===== src/sfd_pkg.sv =====
`default_nettype none
package sfd_pkg;

  localparam int unsigned BYTE_W  = 8;
  localparam int unsigned IDLE_W  = 13;
  localparam int unsigned TMO_W   = 12;
  localparam int unsigned STAT_W  = 2;
  localparam int unsigned APB_DW  = 32;
  localparam int unsigned APB_AW  = 4;

  localparam logic [BYTE_W-1:0] SYNC1_BYTE  = 8'hFF;
  localparam logic [BYTE_W-1:0] SYNC2_BYTE  = 8'hFB;
  localparam logic [BYTE_W-1:0] ID_LIMIT    = 8'hF1;
  // 0xFF + 0xFB modulo 256, the header part of the checksum.
  localparam logic [BYTE_W-1:0] HDR_SUM     = 8'hFA;

  localparam logic [BYTE_W-1:0] MIN_LEN_RST = 8'd50;
  localparam logic [BYTE_W-1:0] MAX_LEN_RST = 8'd150;
  localparam logic [BYTE_W-1:0] ACC_ID_RST  = 8'd26;
  localparam logic [TMO_W-1:0]  TMO_RST     = 12'd1000;

  typedef enum logic [1:0] {
    REG_MIN_LEN = 2'd0,
    REG_MAX_LEN = 2'd1,
    REG_ACC_ID  = 2'd2,
    REG_TIMEOUT = 2'd3
  } reg_idx_t;

  typedef enum logic [STAT_W-1:0] {
    STAT_OK     = 2'd0,
    STAT_SUM    = 2'd1,
    STAT_BAD_ID = 2'd2
  } frame_status_t;

  localparam logic KIND_PAYLOAD = 1'b0;
  localparam logic KIND_REPORT  = 1'b1;

  typedef enum logic [5:0] {
    PH_HUNT  = 6'b000001,
    PH_SYNC2 = 6'b000010,
    PH_ID    = 6'b000100,
    PH_LEN   = 6'b001000,
    PH_DATA  = 6'b010000,
    PH_SUM   = 6'b100000
  } phase_t;

endpackage
`default_nettype wire


===== src/sfd_in_if.sv =====
`default_nettype none
interface sfd_in_if
  import sfd_pkg::*;
();
  logic              valid;
  logic              ready;
  logic [BYTE_W-1:0] rx_byte;

  modport source (output valid, output rx_byte, input ready);
  modport sink (input valid, input rx_byte, output ready);
endinterface
`default_nettype wire


===== src/sfd_out_if.sv =====
`default_nettype none
interface sfd_out_if
  import sfd_pkg::*;
();
  logic              valid;
  logic              ready;
  logic              result_kind;
  logic [BYTE_W-1:0] payload_byte;
  logic [BYTE_W-1:0] payload_index;
  logic [STAT_W-1:0] frame_status;
  logic [BYTE_W-1:0] frame_id;
  logic [BYTE_W-1:0] frame_length;
  logic [BYTE_W-1:0] computed_sum;
  logic [BYTE_W-1:0] received_sum;

  modport source (
    output valid, output result_kind, output payload_byte, output payload_index,
    output frame_status, output frame_id, output frame_length,
    output computed_sum, output received_sum, input ready
  );
  modport sink (
    input valid, input result_kind, input payload_byte, input payload_index,
    input frame_status, input frame_id, input frame_length,
    input computed_sum, input received_sum, output ready
  );
endinterface
`default_nettype wire


===== src/sync_length_sum_frame_deframer_core.sv =====
`default_nettype none
// Channel   Direction  Payload
// in_ch     sink       rx_byte: one received byte per request
// out_ch    source     payload byte result or end-of-frame report
// apb       slave      min_length, max_length, accepted_id, timeout_bytes at 0x0/0x4/0x8/0xC
//
// One byte is taken per cycle when not stalled; parser state advances in the cycle a byte is
// accepted and any result lands in the output register on the same edge.
// The single output register decouples the sides: a new byte is taken whenever
// that register is empty or its result is being taken in the same cycle.
// rst_n (synchronous) returns the parser to the hunt and the registers to defaults.
module sync_length_sum_frame_deframer_core
  import sfd_pkg::*;
#(
  // Receive buffer size: a length byte at or above it is not a length.
  parameter int unsigned BUF_SIZE = 256
)
(
  input  wire logic              clk,
  input  wire logic              rst_n,
  sfd_in_if.sink                 in_ch,
  sfd_out_if.source              out_ch,
  input  wire logic              psel,
  input  wire logic              penable,
  input  wire logic              pwrite,
  input  wire logic [APB_AW-1:0] paddr,
  input  wire logic [APB_DW-1:0] pwdata,
  output logic      [APB_DW-1:0] prdata,
  output logic                   pready
);

  localparam logic [BYTE_W:0] BUF_LIMIT = (BYTE_W+1)'(BUF_SIZE);

  logic [BYTE_W-1:0] min_len_r, max_len_r, acc_id_r;
  logic [TMO_W-1:0]  timeout_r;
  reg_idx_t          reg_sel;

  phase_t            phase_r, phase_nxt;
  logic [IDLE_W-1:0] idle_r, idle_nxt;
  logic [BYTE_W-1:0] remain_r, remain_nxt;
  logic [BYTE_W-1:0] pos_r, pos_nxt;
  logic [BYTE_W-1:0] sum_r, sum_nxt;
  logic [BYTE_W-1:0] id_r, id_nxt;
  logic [BYTE_W-1:0] len_r, len_nxt;

  logic              out_valid_r;
  logic              kind_r, kind_nxt;
  logic [BYTE_W-1:0] pbyte_r, pbyte_nxt;
  logic [BYTE_W-1:0] pidx_r, pidx_nxt;
  logic [STAT_W-1:0] stat_r, stat_nxt;
  logic [BYTE_W-1:0] fid_r, fid_nxt;
  logic [BYTE_W-1:0] flen_r, flen_nxt;
  logic [BYTE_W-1:0] csum_r, csum_nxt;
  logic [BYTE_W-1:0] rsum_r, rsum_nxt;
  logic              emit;

  logic              accept;
  logic [BYTE_W-1:0] b;
  logic [IDLE_W-1:0] idle_inc;
  logic              timed_out;
  phase_t            phase_eff;
  logic [BYTE_W-1:0] remain_dec;

  // Configuration port
  assign pready  = 1'b1;
  assign reg_sel = reg_idx_t'(paddr[3:2]);

  always_ff @(posedge clk) begin
    if (!rst_n) begin
      min_len_r <= MIN_LEN_RST;
      max_len_r <= MAX_LEN_RST;
      acc_id_r  <= ACC_ID_RST;
      timeout_r <= TMO_RST;
    end else if (psel && penable && pwrite) begin
      case (reg_sel)
        REG_MIN_LEN: min_len_r <= pwdata[BYTE_W-1:0];
        REG_MAX_LEN: max_len_r <= pwdata[BYTE_W-1:0];
        REG_ACC_ID:  acc_id_r  <= pwdata[BYTE_W-1:0];
        REG_TIMEOUT: timeout_r <= pwdata[TMO_W-1:0];
        default: ;
      endcase
    end
  end

  always_comb begin
    case (reg_sel)
      REG_MIN_LEN: prdata = {{(APB_DW-BYTE_W){1'b0}}, min_len_r};
      REG_MAX_LEN: prdata = {{(APB_DW-BYTE_W){1'b0}}, max_len_r};
      REG_ACC_ID:  prdata = {{(APB_DW-BYTE_W){1'b0}}, acc_id_r};
      REG_TIMEOUT: prdata = {{(APB_DW-TMO_W){1'b0}}, timeout_r};
      default:     prdata = '0;
    endcase
  end

  // Handshake
  assign in_ch.ready = !out_valid_r || out_ch.ready;
  assign accept      = in_ch.valid && in_ch.ready;
  assign b           = in_ch.rx_byte;

  assign idle_inc   = idle_r + IDLE_W'(1);
  assign timed_out  = idle_inc > {1'b0, timeout_r};
  assign phase_eff  = timed_out ? PH_HUNT : phase_r;
  assign remain_dec = remain_r - BYTE_W'(1);

  always_comb begin
    phase_nxt  = phase_eff;
    idle_nxt   = timed_out ? '0 : idle_inc;
    remain_nxt = remain_r;
    pos_nxt    = pos_r;
    sum_nxt    = sum_r;
    id_nxt     = id_r;
    len_nxt    = len_r;
    emit       = 1'b0;
    kind_nxt   = KIND_PAYLOAD;
    pbyte_nxt  = '0;
    pidx_nxt   = '0;
    stat_nxt   = STAT_OK;
    fid_nxt    = id_r;
    flen_nxt   = len_r;
    csum_nxt   = '0;
    rsum_nxt   = '0;

    if (phase_eff == PH_HUNT && b == SYNC1_BYTE) begin
      phase_nxt = PH_SYNC2;
      idle_nxt  = '0;
    end else if (phase_eff == PH_SYNC2 && b == SYNC2_BYTE) begin
      phase_nxt = PH_ID;
      idle_nxt  = '0;
    end else if (phase_eff == PH_SYNC2 && b == SYNC1_BYTE) begin
      idle_nxt = '0;
    end else if (phase_eff == PH_ID && b != '0 && b < ID_LIMIT) begin
      phase_nxt = PH_LEN;
      id_nxt    = b;
      idle_nxt  = '0;
    end else if (phase_eff == PH_LEN && {1'b0, b} < BUF_LIMIT) begin
      idle_nxt = '0;
      if (b < min_len_r || b > max_len_r) begin
        phase_nxt = PH_HUNT;
      end else begin
        phase_nxt  = PH_DATA;
        len_nxt    = b;
        remain_nxt = b;
        pos_nxt    = '0;
        sum_nxt    = HDR_SUM + id_r + b;
      end
    end else if (phase_eff == PH_DATA && remain_r != '0) begin
      remain_nxt = remain_dec;
      pos_nxt    = pos_r + BYTE_W'(1);
      sum_nxt    = sum_r + b;
      if (remain_dec == '0) begin
        phase_nxt = PH_SUM;
        idle_nxt  = '0;
      end
      emit      = 1'b1;
      pbyte_nxt = b;
      pidx_nxt  = pos_r;
    end else if (phase_eff == PH_SUM) begin
      phase_nxt = PH_HUNT;
      idle_nxt  = '0;
      emit      = 1'b1;
      kind_nxt  = KIND_REPORT;
      if (sum_r != b) begin
        stat_nxt = STAT_SUM;
      end else if (id_r != acc_id_r) begin
        stat_nxt = STAT_BAD_ID;
      end else begin
        stat_nxt = STAT_OK;
      end
      csum_nxt = sum_r;
      rsum_nxt = b;
    end else begin
      phase_nxt = (b == SYNC1_BYTE) ? PH_SYNC2 : PH_HUNT;
    end
  end

  always_ff @(posedge clk) begin
    if (!rst_n) begin
      phase_r     <= PH_HUNT;
      idle_r      <= '0;
      remain_r    <= '0;
      pos_r       <= '0;
      sum_r       <= '0;
      id_r        <= '0;
      len_r       <= '0;
      out_valid_r <= 1'b0;
    end else begin
      if (accept) begin
        phase_r  <= phase_nxt;
        idle_r   <= idle_nxt;
        remain_r <= remain_nxt;
        pos_r    <= pos_nxt;
        sum_r    <= sum_nxt;
        id_r     <= id_nxt;
        len_r    <= len_nxt;
      end
      if (accept && emit) begin
        out_valid_r <= 1'b1;
      end else if (out_ch.ready) begin
        out_valid_r <= 1'b0;
      end
    end
  end

  always_ff @(posedge clk) begin
    if (accept && emit) begin
      kind_r  <= kind_nxt;
      pbyte_r <= pbyte_nxt;
      pidx_r  <= pidx_nxt;
      stat_r  <= stat_nxt;
      fid_r   <= fid_nxt;
      flen_r  <= flen_nxt;
      csum_r  <= csum_nxt;
      rsum_r  <= rsum_nxt;
    end
  end

  assign out_ch.valid         = out_valid_r;
  assign out_ch.result_kind   = kind_r;
  assign out_ch.payload_byte  = pbyte_r;
  assign out_ch.payload_index = pidx_r;
  assign out_ch.frame_status  = stat_r;
  assign out_ch.frame_id      = fid_r;
  assign out_ch.frame_length  = flen_r;
  assign out_ch.computed_sum  = csum_r;
  assign out_ch.received_sum  = rsum_r;

endmodule
`default_nettype wire

===== src/flat_wrapper.sv =====
// flat-port wrapper written by rule: the top's interface ports become plain ports
module sync_length_sum_frame_deframer_core_flat import sfd_pkg::*;
#(
                                                                       
  parameter int unsigned BUF_SIZE = 256
)
  (clk, rst_n, psel, penable, pwrite, paddr, pwdata, prdata, pready, in_ch_valid, in_ch_rx_byte, in_ch_ready, out_ch_valid, out_ch_result_kind, out_ch_payload_byte, out_ch_payload_index, out_ch_frame_status, out_ch_frame_id, out_ch_frame_length, out_ch_computed_sum, out_ch_received_sum, out_ch_ready);
  sfd_in_if in_ch_i ();
  sfd_out_if out_ch_i ();
  input  wire logic clk;
  input  wire logic rst_n;
  input  wire logic psel;
  input  wire logic penable;
  input  wire logic pwrite;
  input  wire logic [APB_AW-1:0] paddr;
  input  wire logic [APB_DW-1:0] pwdata;
  output logic      [APB_DW-1:0] prdata;
  output logic pready;
  input wire logic [$bits(in_ch_i.valid)-1:0] in_ch_valid;
  input wire logic [$bits(in_ch_i.rx_byte)-1:0] in_ch_rx_byte;
  output wire logic [$bits(in_ch_i.ready)-1:0] in_ch_ready;
  output wire logic [$bits(out_ch_i.valid)-1:0] out_ch_valid;
  output wire logic [$bits(out_ch_i.result_kind)-1:0] out_ch_result_kind;
  output wire logic [$bits(out_ch_i.payload_byte)-1:0] out_ch_payload_byte;
  output wire logic [$bits(out_ch_i.payload_index)-1:0] out_ch_payload_index;
  output wire logic [$bits(out_ch_i.frame_status)-1:0] out_ch_frame_status;
  output wire logic [$bits(out_ch_i.frame_id)-1:0] out_ch_frame_id;
  output wire logic [$bits(out_ch_i.frame_length)-1:0] out_ch_frame_length;
  output wire logic [$bits(out_ch_i.computed_sum)-1:0] out_ch_computed_sum;
  output wire logic [$bits(out_ch_i.received_sum)-1:0] out_ch_received_sum;
  input wire logic [$bits(out_ch_i.ready)-1:0] out_ch_ready;
  assign in_ch_i.valid = in_ch_valid;
  assign in_ch_i.rx_byte = in_ch_rx_byte;
  assign in_ch_ready = in_ch_i.ready;
  assign out_ch_valid = out_ch_i.valid;
  assign out_ch_result_kind = out_ch_i.result_kind;
  assign out_ch_payload_byte = out_ch_i.payload_byte;
  assign out_ch_payload_index = out_ch_i.payload_index;
  assign out_ch_frame_status = out_ch_i.frame_status;
  assign out_ch_frame_id = out_ch_i.frame_id;
  assign out_ch_frame_length = out_ch_i.frame_length;
  assign out_ch_computed_sum = out_ch_i.computed_sum;
  assign out_ch_received_sum = out_ch_i.received_sum;
  assign out_ch_i.ready = out_ch_ready;
  sync_length_sum_frame_deframer_core #(.BUF_SIZE(BUF_SIZE)) u_core (.clk(clk), .rst_n(rst_n), .in_ch(in_ch_i), .out_ch(out_ch_i), .psel(psel), .penable(penable), .pwrite(pwrite), .paddr(paddr), .pwdata(pwdata), .prdata(prdata), .pready(pready));
endmodule

===== config.mk =====
export PLATFORM = sky130hd
export DESIGN_NAME = sync_length_sum_frame_deframer_core_flat
export DESIGN_NICKNAME = d
export VERILOG_FILES = /design/src/sfd_pkg.sv /design/src/sfd_in_if.sv /design/src/sfd_out_if.sv /design/src/sync_length_sum_frame_deframer_core.sv /design/src/flat_wrapper.sv
export SDC_FILE = /design/constraint.sdc
export NUM_CORES = 1
export LEC_CHECK = 0
export BUFFER_PORTS_ARGS = -buffer_cell sky130_fd_sc_hd__buf_2
export CORE_ASPECT_RATIO = 1.75
export CORE_MARGIN = 5
export CORE_UTILIZATION = 35
export CTS_CLUSTER_SIZE = 28
export DETAILED_ROUTE_END_ITERATION = 8
export GPL_TIMING_DRIVEN = 0
export MAX_ROUTING_LAYER = met4
export PLACE_DENSITY = 0.51
export SYNTH_ARGS = -nofsm -noshare
export SYNTH_HDL_FRONTEND = slang
export SYNTH_SLANG_ARGS = --single-unit
export TNS_END_PERCENT = 5

===== constraint.sdc =====
create_clock -name clk -period 8.16 [get_ports clk]
set_clock_uncertainty 0.05 [all_clocks]
set_input_delay 1.632 -clock clk [delete_from_list [all_inputs] [get_ports clk]]
set_output_delay 1.632 -clock clk [all_outputs]
set_load 0.03 [all_outputs]

# [Word level (Yosys, flattened, before mapping)]
# Index checks and enable logic that the tools add are counted.
[totals] reg_bits=147 inputBits=51 out_inout_bits=86 word_cells=123
[classes] add_sub_neg=6 order_cmp=4 eq_ne=14 n_mux=41 bitwise_logic=7 n_reduce_logical=30
[op_table] operator="$pmux W32 S4" count=1
[op_table] operator="$mux W13" count=9
[op_table] operator="$mux W8" count=9
[op_table] operator="$mux W6" count=9
[op_table] operator="$add A8 B8 Y8" count=2
[op_table] operator="$eq A8 B8 Y1 const B" count=2
[op_table] operator="$ne A8 B8 Y1" count=2
[op_table] operator="$reduce_bool A8 Y1" count=2
[op_table] operator="$reduce_and A7 Y1" count=2
[op_table] operator="$add A13 B1 Y13 const B" count=1
[op_table] operator="$gt A13 B12 Y1" count=1
[op_table] operator="$reduce_or A6 Y1" count=2
[op_table] operator="$logic_and A1 B1 Y1" count=10
[op_table] operator="$mux W1" count=10
[op_table] operator="$add A8 B1 Y8 const B" count=1
[op_table] operator="$add A8 B8 Y8 const A" count=1
[op_table] operator="$gt A8 B8 Y1" count=1
[op_table] operator="$logic_not A8 Y1" count=1
[op_table] operator="$lt A8 B8 Y1" count=1
[op_table] operator="$lt A8 B8 Y1 const B" count=1
[op_table] operator="$reduce_and A2 Y1" count=4
[op_table] operator="$reduce_or A8 Y1" count=1
[op_table] operator="$sub A8 B1 Y8 const B" count=1
[op_table] operator="$not A1 Y1" count=7
[op_table] operator="17 further kinds" count=21

# [Logic depth before layout (Yosys ltp)]
[logic_depth] ltp_word=13 depth_mapped=16 depth_no_buf=14

# [Least setup slack after synthesis]
# Ideal clock, no wire load.
[synth_timing] kind="register to register" from="reg u_core.idle_r[0]" to="reg u_core.csum_r[0], in the netlist u_core.out_ch.computed_sum[0], enable pin" setup_ns=0.405 arrival_time_ns=4.118 required_ns=7.705 setup_slack_ns=3.586 path_stages_with_launch=14 path_buffers=0 period_less_slack_ns=4.574 path_cell_list="dfxtp_1 > ha_1 > nand3_1 > nor2_1 > and3_1 > xor2_1 > ha_1 > a21o_1 > a211o_1 > a211o_1 > o21a_1 > nor3_1 > o21ai_0 > inv_1"
[synth_via] elab_chain_len=12 elab_cells_between_ends=23 classes_between="add/sub (1); order compare (1); eq/ne (6); mux (8); reduce/logical (7)"
[synth_lines] element="start, declared" line_no="sync_length_sum_frame_deframer_core.sv:39" source="logic [IDLE_W-1:0] idle_r, idle_nxt;"
[synth_lines] element="start signal, assigned" line_no="sync_length_sum_frame_deframer_core.sv:189" source="idle_r <= idle_nxt;"
[synth_lines] element="$add A13 B1 Y13 (*)" line_no="sync_length_sum_frame_deframer_core.sv:100" source="assign idle_inc = idle_r + IDLE_W'(1);"
[synth_lines] element="$gt A13 B12 Y1 (*)" line_no="sync_length_sum_frame_deframer_core.sv:101" source="assign timed_out = idle_inc > {1'b0, timeout_r};"
[synth_lines] element="$mux W6 (*)" line_no="sync_length_sum_frame_deframer_core.sv:102" source="assign phase_eff = timed_out ? PH_HUNT : phase_r;"
[synth_lines] element="$eq A6 B6 Y1 / $eq A6 B5 Y1 (equally long branches)" line_no="sync_length_sum_frame_deframer_core.sv:157, sync_length_sum_frame_deframer_core.sv:146"
[synth_lines] element="$mux W1 / $logic_and A1 B1 Y1 (equally long branches)" line_no="sync_length_sum_frame_deframer_core.sv:157, sync_length_sum_frame_deframer_core.sv:146"
[synth_lines] element="$mux W1" line_no="sync_length_sum_frame_deframer_core.sv:146" source="end else if (phase_eff == PH_DATA && remain_r != '0) begin"
[synth_lines] element="$mux W1" line_no="sync_length_sum_frame_deframer_core.sv:135" source="end else if (phase_eff == PH_LEN && {1'b0, b} < BUF_LIMIT) begin"
[synth_lines] element="$mux W1" line_no="sync_length_sum_frame_deframer_core.sv:131" source="end else if (phase_eff == PH_ID && b != '0 && b < ID_LIMIT) begin"
[synth_lines] element="$mux W1" line_no="sync_length_sum_frame_deframer_core.sv:129" source="end else if (phase_eff == PH_SYNC2 && b == SYNC1_BYTE) begin"
[synth_lines] element="$mux W1" line_no="sync_length_sum_frame_deframer_core.sv:126" source="end else if (phase_eff == PH_SYNC2 && b == SYNC2_BYTE) begin"
[synth_lines] element="$mux W1 (*)" line_no="sync_length_sum_frame_deframer_core.sv:123" source="if (phase_eff == PH_HUNT && b == SYNC1_BYTE) begin"
[synth_lines] element="$logic_and A1 B1 Y1 (*)" line_no="sync_length_sum_frame_deframer_core.sv:205" source="if (accept && emit) begin"
[synth_lines] element="end signal, assigned" line_no="sync_length_sum_frame_deframer_core.sv:212" source="csum_r <= csum_nxt;"
[synth_lines] element="end, declared" line_no="sync_length_sum_frame_deframer_core.sv:53" source="logic [BYTE_W-1:0] csum_r, csum_nxt;"
# Every way passes the cells marked *; elsewhere a longest branch is shown, timed or not.
# A chain may end at the register's enable or synchronous reset.

# [Worst setup path in the final report]
[layout_timing] from="reg u_core.idle_r[0]" to="reg u_core.flen_r[2], in the netlist u_core.out_ch.frame_length[2], enable pin"
[layout_via] elab_chain_len=12 elab_cells_between_ends=23 classes_between="add/sub (1); order compare (1); eq/ne (6); mux (8); reduce/logical (7)"
[layout_lines] element="$add A13 B1 Y13 (*)" line_no="sync_length_sum_frame_deframer_core.sv:100"
[layout_lines] element="$gt A13 B12 Y1 (*)" line_no="sync_length_sum_frame_deframer_core.sv:101"
[layout_lines] element="$mux W6 (*)" line_no="sync_length_sum_frame_deframer_core.sv:102"
[layout_lines] element="$eq A6 B6 Y1 / $eq A6 B5 Y1 (equally long branches)" line_no="sync_length_sum_frame_deframer_core.sv:157, sync_length_sum_frame_deframer_core.sv:146"
[layout_lines] element="$mux W1 / $logic_and A1 B1 Y1 (equally long branches)" line_no="sync_length_sum_frame_deframer_core.sv:157, sync_length_sum_frame_deframer_core.sv:146"
[layout_lines] element="$mux W1" line_no="sync_length_sum_frame_deframer_core.sv:146"
[layout_lines] element="$mux W1" line_no="sync_length_sum_frame_deframer_core.sv:135"
[layout_lines] element="$mux W1" line_no="sync_length_sum_frame_deframer_core.sv:131"
[layout_lines] element="$mux W1" line_no="sync_length_sum_frame_deframer_core.sv:129"
[layout_lines] element="$mux W1" line_no="sync_length_sum_frame_deframer_core.sv:126"
[layout_lines] element="$mux W1 (*)" line_no="sync_length_sum_frame_deframer_core.sv:123"
[layout_lines] element="$logic_and A1 B1 Y1 (*)" line_no="sync_length_sum_frame_deframer_core.sv:205"
[layout_lines] element="end signal, assigned" line_no="sync_length_sum_frame_deframer_core.sv:211" source="flen_r <= flen_nxt;"
[layout_lines] element="end, declared" line_no="sync_length_sum_frame_deframer_core.sv:52" source="logic [BYTE_W-1:0] flen_r, flen_nxt;"
# Marks and branches as above.

==> Flow_metrics.wiki <==
{| class="wikitable"
! Metric !! Value
|-
| Count of clock tree sinks || 147
|-
| Number of remaining DRC errors || 0
|-
| Average instance area after synthesis || 9.415 sq um
|-
| Clock share of power || 48.3%
|-
| Nets || 1090
|-
| Combined global-route utilization of all metal layers || 17.93%
|-
| Average routed wire per standard cell || 17.11 um
|-
| Top fanout value on the critical path || 46
|-
| Largest net degree at the start of global routing || 47
|-
| Total of warnings raised by yosys || 0
|-
| Main area contributors after synthesis || sky130_fd_sc_hd__dfxtp_1 (24%), sky130_fd_sc_hd__edfxtp_1 (19%), sky130_fd_sc_hd__ha_1 (8.1%)
|-
| RSZ-0062 raised after global routing || no
|-
| Height of the die || 210.5 um
|-
| Seq. cell area || 3453 sq um
|-
| Clk root buf || sky130_fd_sc_hd__clkbuf_16
|-
| Number of storage elements in the synthesis netlist || 147
|-
| Worst-Skew Late Latency || 0.43 ns
|-
| Dominant synthesized flop cell || sky130_fd_sc_hd__dfxtp_1
|-
| TritonCTS clock tree || done
|-
| ANT nets after route || 0
|-
| Final design area excluding fillers || 9595 sq um
|-
| Reg-to-reg startpoint || u_core.idle_r[0]
|-
| Vias per cell || 4.900
|-
| GRT overflow || 0
|-
| TritonRoute pass-1 iters || 4
|-
| Initial antenna violation count || 0
|-
| Synthesized-area fraction occupied by xor and xnor cells || 4.015%
|-
| Total negative setup slack || 0 ns
|-
| Total of hold buffers inserted after clock tree synthesis || 0
|-
| Worst R2R Path Depth || 14
|-
| Mux contribution to synthesized area || 7.298%
|-
| Max Root-Sink Buffers || 2
|-
| Compound-gate portion of the synthesized area || 11.17%
|-
| Finish-stage setup viols || 0
|-
| RR Endpoint || u_core.out_ch.frame_length[2]
|-
| Sw Pwr || 0.0004264 W
|-
| Top post-synthesis cells by count || sky130_fd_sc_hd__nor2_1 (100), sky130_fd_sc_hd__dfxtp_1 (96), sky130_fd_sc_hd__nand2_1 (87)
|-
| Transition at the pin with the smallest max-transition slack || 1.087 ns
|-
| DP HPWL || 17040 um
|-
| Max-slew violation total from the final report || 0
|-
| Ratio of final minimum period to clock period || 61.98%
|-
| Post-Synthesis Cell Area || 8040 sq um
|-
| Number of core rows || 73
|-
| CP Capture Type || flip-flop
|-
| Worst-case hold path end point || u_core.out_ch.frame_length[4]
|-
| Cell variety after synth || 71
|-
| Max cap viols || 0
|-
| Area of the core region || 22650 sq um
|-
| Hold Path Class || flip-flop to flip-flop
|-
| Final count of hold timing violations || 0
|-
| Htree depth || 4
|-
| Net switching fraction of the power || 24.67%
|-
| Placement Cell Area || 8967 sq um
|-
| Req. time, crit path || 8.23 ns
|-
| Number of synthesized flops with an enable pin || 51
|-
| Synth Area in Adders || 8.590%
|-
| Rel. slew slack || 26.96%
|-
| Peak Freq || 197.7 MHz
|-
| Total area of multi-input combinational cells || 4094 sq um
|-
| Share of async-settable or async-resettable flops after synthesis || 0%
|-
| Antenna cells || 0
|-
| Clock period minus final worst setup slack || 5.057 ns
|-
| Die outline area || 26220 sq um
|-
| Post-CTS repair timing setup buffer count || 0
|-
| Outcome || complete, no violations
|-
| Port Buffer Count || 92
|-
| Vias || 6360
|-
| Combinational group share of total power || 7.7%
|-
| Type of the worst setup path || flip-flop to flip-flop
|-
| Simple-Gate Fraction of Synth Area || 18.86%
|-
| Power per cell area || 180.1 nW/um^2
|-
| Number of instances in the synthesized netlist || 854
|-
| I/O Pins || 137
|-
| Ratio of cells with drive above 1 in the final layout || 18.64%
|-
| Internal power component || 0.001302 W
|-
| Most frequently used cell type in the post-synthesis netlist || sky130_fd_sc_hd__nor2_1
|-
| Number of global-route vias before repair || 6572
|-
| Synth-to-layout area growth || 19.34%
|-
| Cell type contributing the most total cell area after synthesis || sky130_fd_sc_hd__dfxtp_1
|-
| Register-to-register setup slack || 3.10 ns
|-
| Aggregate routed wire length || 22210 um
|-
| Sequential fraction of the synthesis area || 42.95%
|-
| Post-cts resize count || 0
|-
| X dimension of the die || 124.6 um
|-
| Number of buffers added by the clock tree synthesis step || 17
|-
| Clock slew seen by the registers of the worst setup and hold paths || 0.06 ns
|-
| Static leakage power || 4.336 nW
|-
| Fillers || 2335
|-
| Dominant combinational cell family by area after synthesis || simple AND/OR/NAND/NOR gates
|-
| Maximum vdd ir drop || 108.8 uV
|-
| Worst setup SP type || flip-flop
|-
| Proportion of netlist area held by the largest area contributor || 23.90%
|-
| Initial core utilization || 35.49%
|-
| Worst min-delay path startpoint || u_core.flen_nxt[4]
|-
| CP arrival || 5.13 ns
|-
| RD Place Congestion || 0.8628
|-
| Worst hold path stage count || 0
|-
| Sequential power share || 44.0%
|-
| Detailed router's first-iteration violation count || 265
|-
| First-pass GRT wire length || 35670 um
|-
| Start point of the critical path || u_core.idle_r[0]
|}
-- metrics by stage --
step / total power, W / worst slack (ns) / hold WS, ns / util [%] / instances
after floorplan: 0.0008657 / 3.586 / 0.3576 / - / 873
after global placement: 0.0009098 / 2.073 / 0.3640 / 39.50 / 1265
after detailed placement: 0.0009102 / 3.083 / 0.3682 / 39.59 / 1266
after CTS: 0.001748 / 3.015 / 0.3845 / 42.36 / 1298
after global routing: 0.001790 / 2.672 / 0.3917 / 42.36 / 1298
final: 0.001728 / 3.103 / 0.3847 / 42.36 / 1298
-- worst max-delay path by stage --
| stage | to | slack (ns) | cells past startpoint |
|---|---|---|---|
| final | u_core.out_ch.frame_length[2] | 3.10 | 14 |
| after global routing | u_core.out_ch.frame_id[2] | 2.67 | 14 |
| after CTS | u_core.out_ch.frame_length[7] | 3.01 | 14 |
| after detailed placement | u_core.out_ch.frame_length[0] | 3.08 | 14 |
| after global placement | u_core.out_ch.frame_length[5] | 2.07 | 13 |
| after floorplan | u_core.out_ch.computed_sum[0] | 3.59 | 13 |
-- sequential cells by signal (all words and copies together) (netlist names), 2 cells and up --
| register | flops |
|---|---|
| u_core.flen_nxt | 8 |
| u_core.max_len_r | 8 |
| u_core.idle_r | 13 |
| u_core.min_len_r | 8 |
| u_core.out_ch.frame_id | 8 |
| u_core.out_ch.payload_byte | 8 |
| u_core.remain_r | 8 |
| u_core.out_ch.payload_index | 8 |
| u_core.pos_r | 8 |
| u_core.fid_nxt | 8 |
| u_core.out_ch.received_sum | 8 |
| u_core.out_ch.computed_sum | 8 |
| u_core.sum_r | 8 |
| u_core.acc_id_r | 8 |
| u_core.phase_r | 6 |
| u_core.timeout_r | 12 |
| u_core.out_ch.frame_length | 8 |
| u_core.out_ch.frame_status | 2 |
-- per-layer routing --
metal | part of all wire [%] | global-route usage (%)
met4 | 2.5 | 6.735
met1 | 38 | 18.01
met2 | 55 | 33.86
met3 | 4.0 | 3.676
met5 | 0 | -
-- layout by cell type (no fill, tap or decap), drive strengths merged, types with 4 or more instances in the layout --
master / n
a211o: 4
a21o: 6
a21oi: 34
a311oi: 4
and2: 18
and3: 8
buf: 127
clkbuf: 41
clkinv: 7
conb: 21
dfxtp: 96
edfxtp: 51
ha: 52
inv: 69
mux2: 5
mux2i: 35
mux4: 8
nand2: 87
nand2b: 19
nand3: 23
nand4: 12
nor2: 101
nor2b: 6
nor3: 19
nor4: 7
o211ai: 20
o21ai: 24
o31ai: 4
or3: 5
or4: 4
xnor2: 18
xor2: 18
-- layout make-up --
class | instances | area share, %
Tap cell | 300 | 3.912
Timing Repair Buffer | 93 | 5.007
Multi-Input combinational cell | 605 | 42.67
Sequential cell | 147 | 35.99
Buffer | 55 | 3.299
Clock inverter | 12 | 1.447
Inverter | 66 | 2.582
Clock buffer | 20 | 5.098
-- worst max-delay path, cell delays in order, from the launching register on --
cell and delay [ns]:
sky130_fd_sc_hd__dfxtp_1 0.41, sky130_fd_sc_hd__ha_1 0.27, sky130_fd_sc_hd__nand3_1 0.14, sky130_fd_sc_hd__nor2_1 0.17, sky130_fd_sc_hd__and3_1 0.19, sky130_fd_sc_hd__xor2_1 0.26, sky130_fd_sc_hd__ha_1 0.29, sky130_fd_sc_hd__a21o_1 0.17
sky130_fd_sc_hd__a211o_1 0.30, sky130_fd_sc_hd__a211o_1 0.25, sky130_fd_sc_hd__o21a_1 0.32, sky130_fd_sc_hd__nor3_1 0.91, sky130_fd_sc_hd__o21ai_0 0.44, sky130_fd_sc_hd__inv_2 0.28, sky130_fd_sc_hd__buf_12 0.27
-- power groups by stage --
stage	sequential, W	clock [W]	combinational (W)
after floorplan	0.000775	0	0.0000907
after global placement	0.000777	0	0.000133
after detailed placement	0.000777	0	0.000134
after CTS	0.000760	0.000853	0.000134
after global routing	0.000761	0.000882	0.000147
final	0.000761	0.000834	0.000133
-- cells by family (layout without fill, tap and decap cells) --
family,count (synthesis),in the layout
buf+inv,121,246
fa+ha+maj,54,54
simple gates,318,318
mux,48,48
other cells,2,21
flops,147,147
xor+xnor,36,36
compound gates,128,128
(Power assumes the default switching activity.)
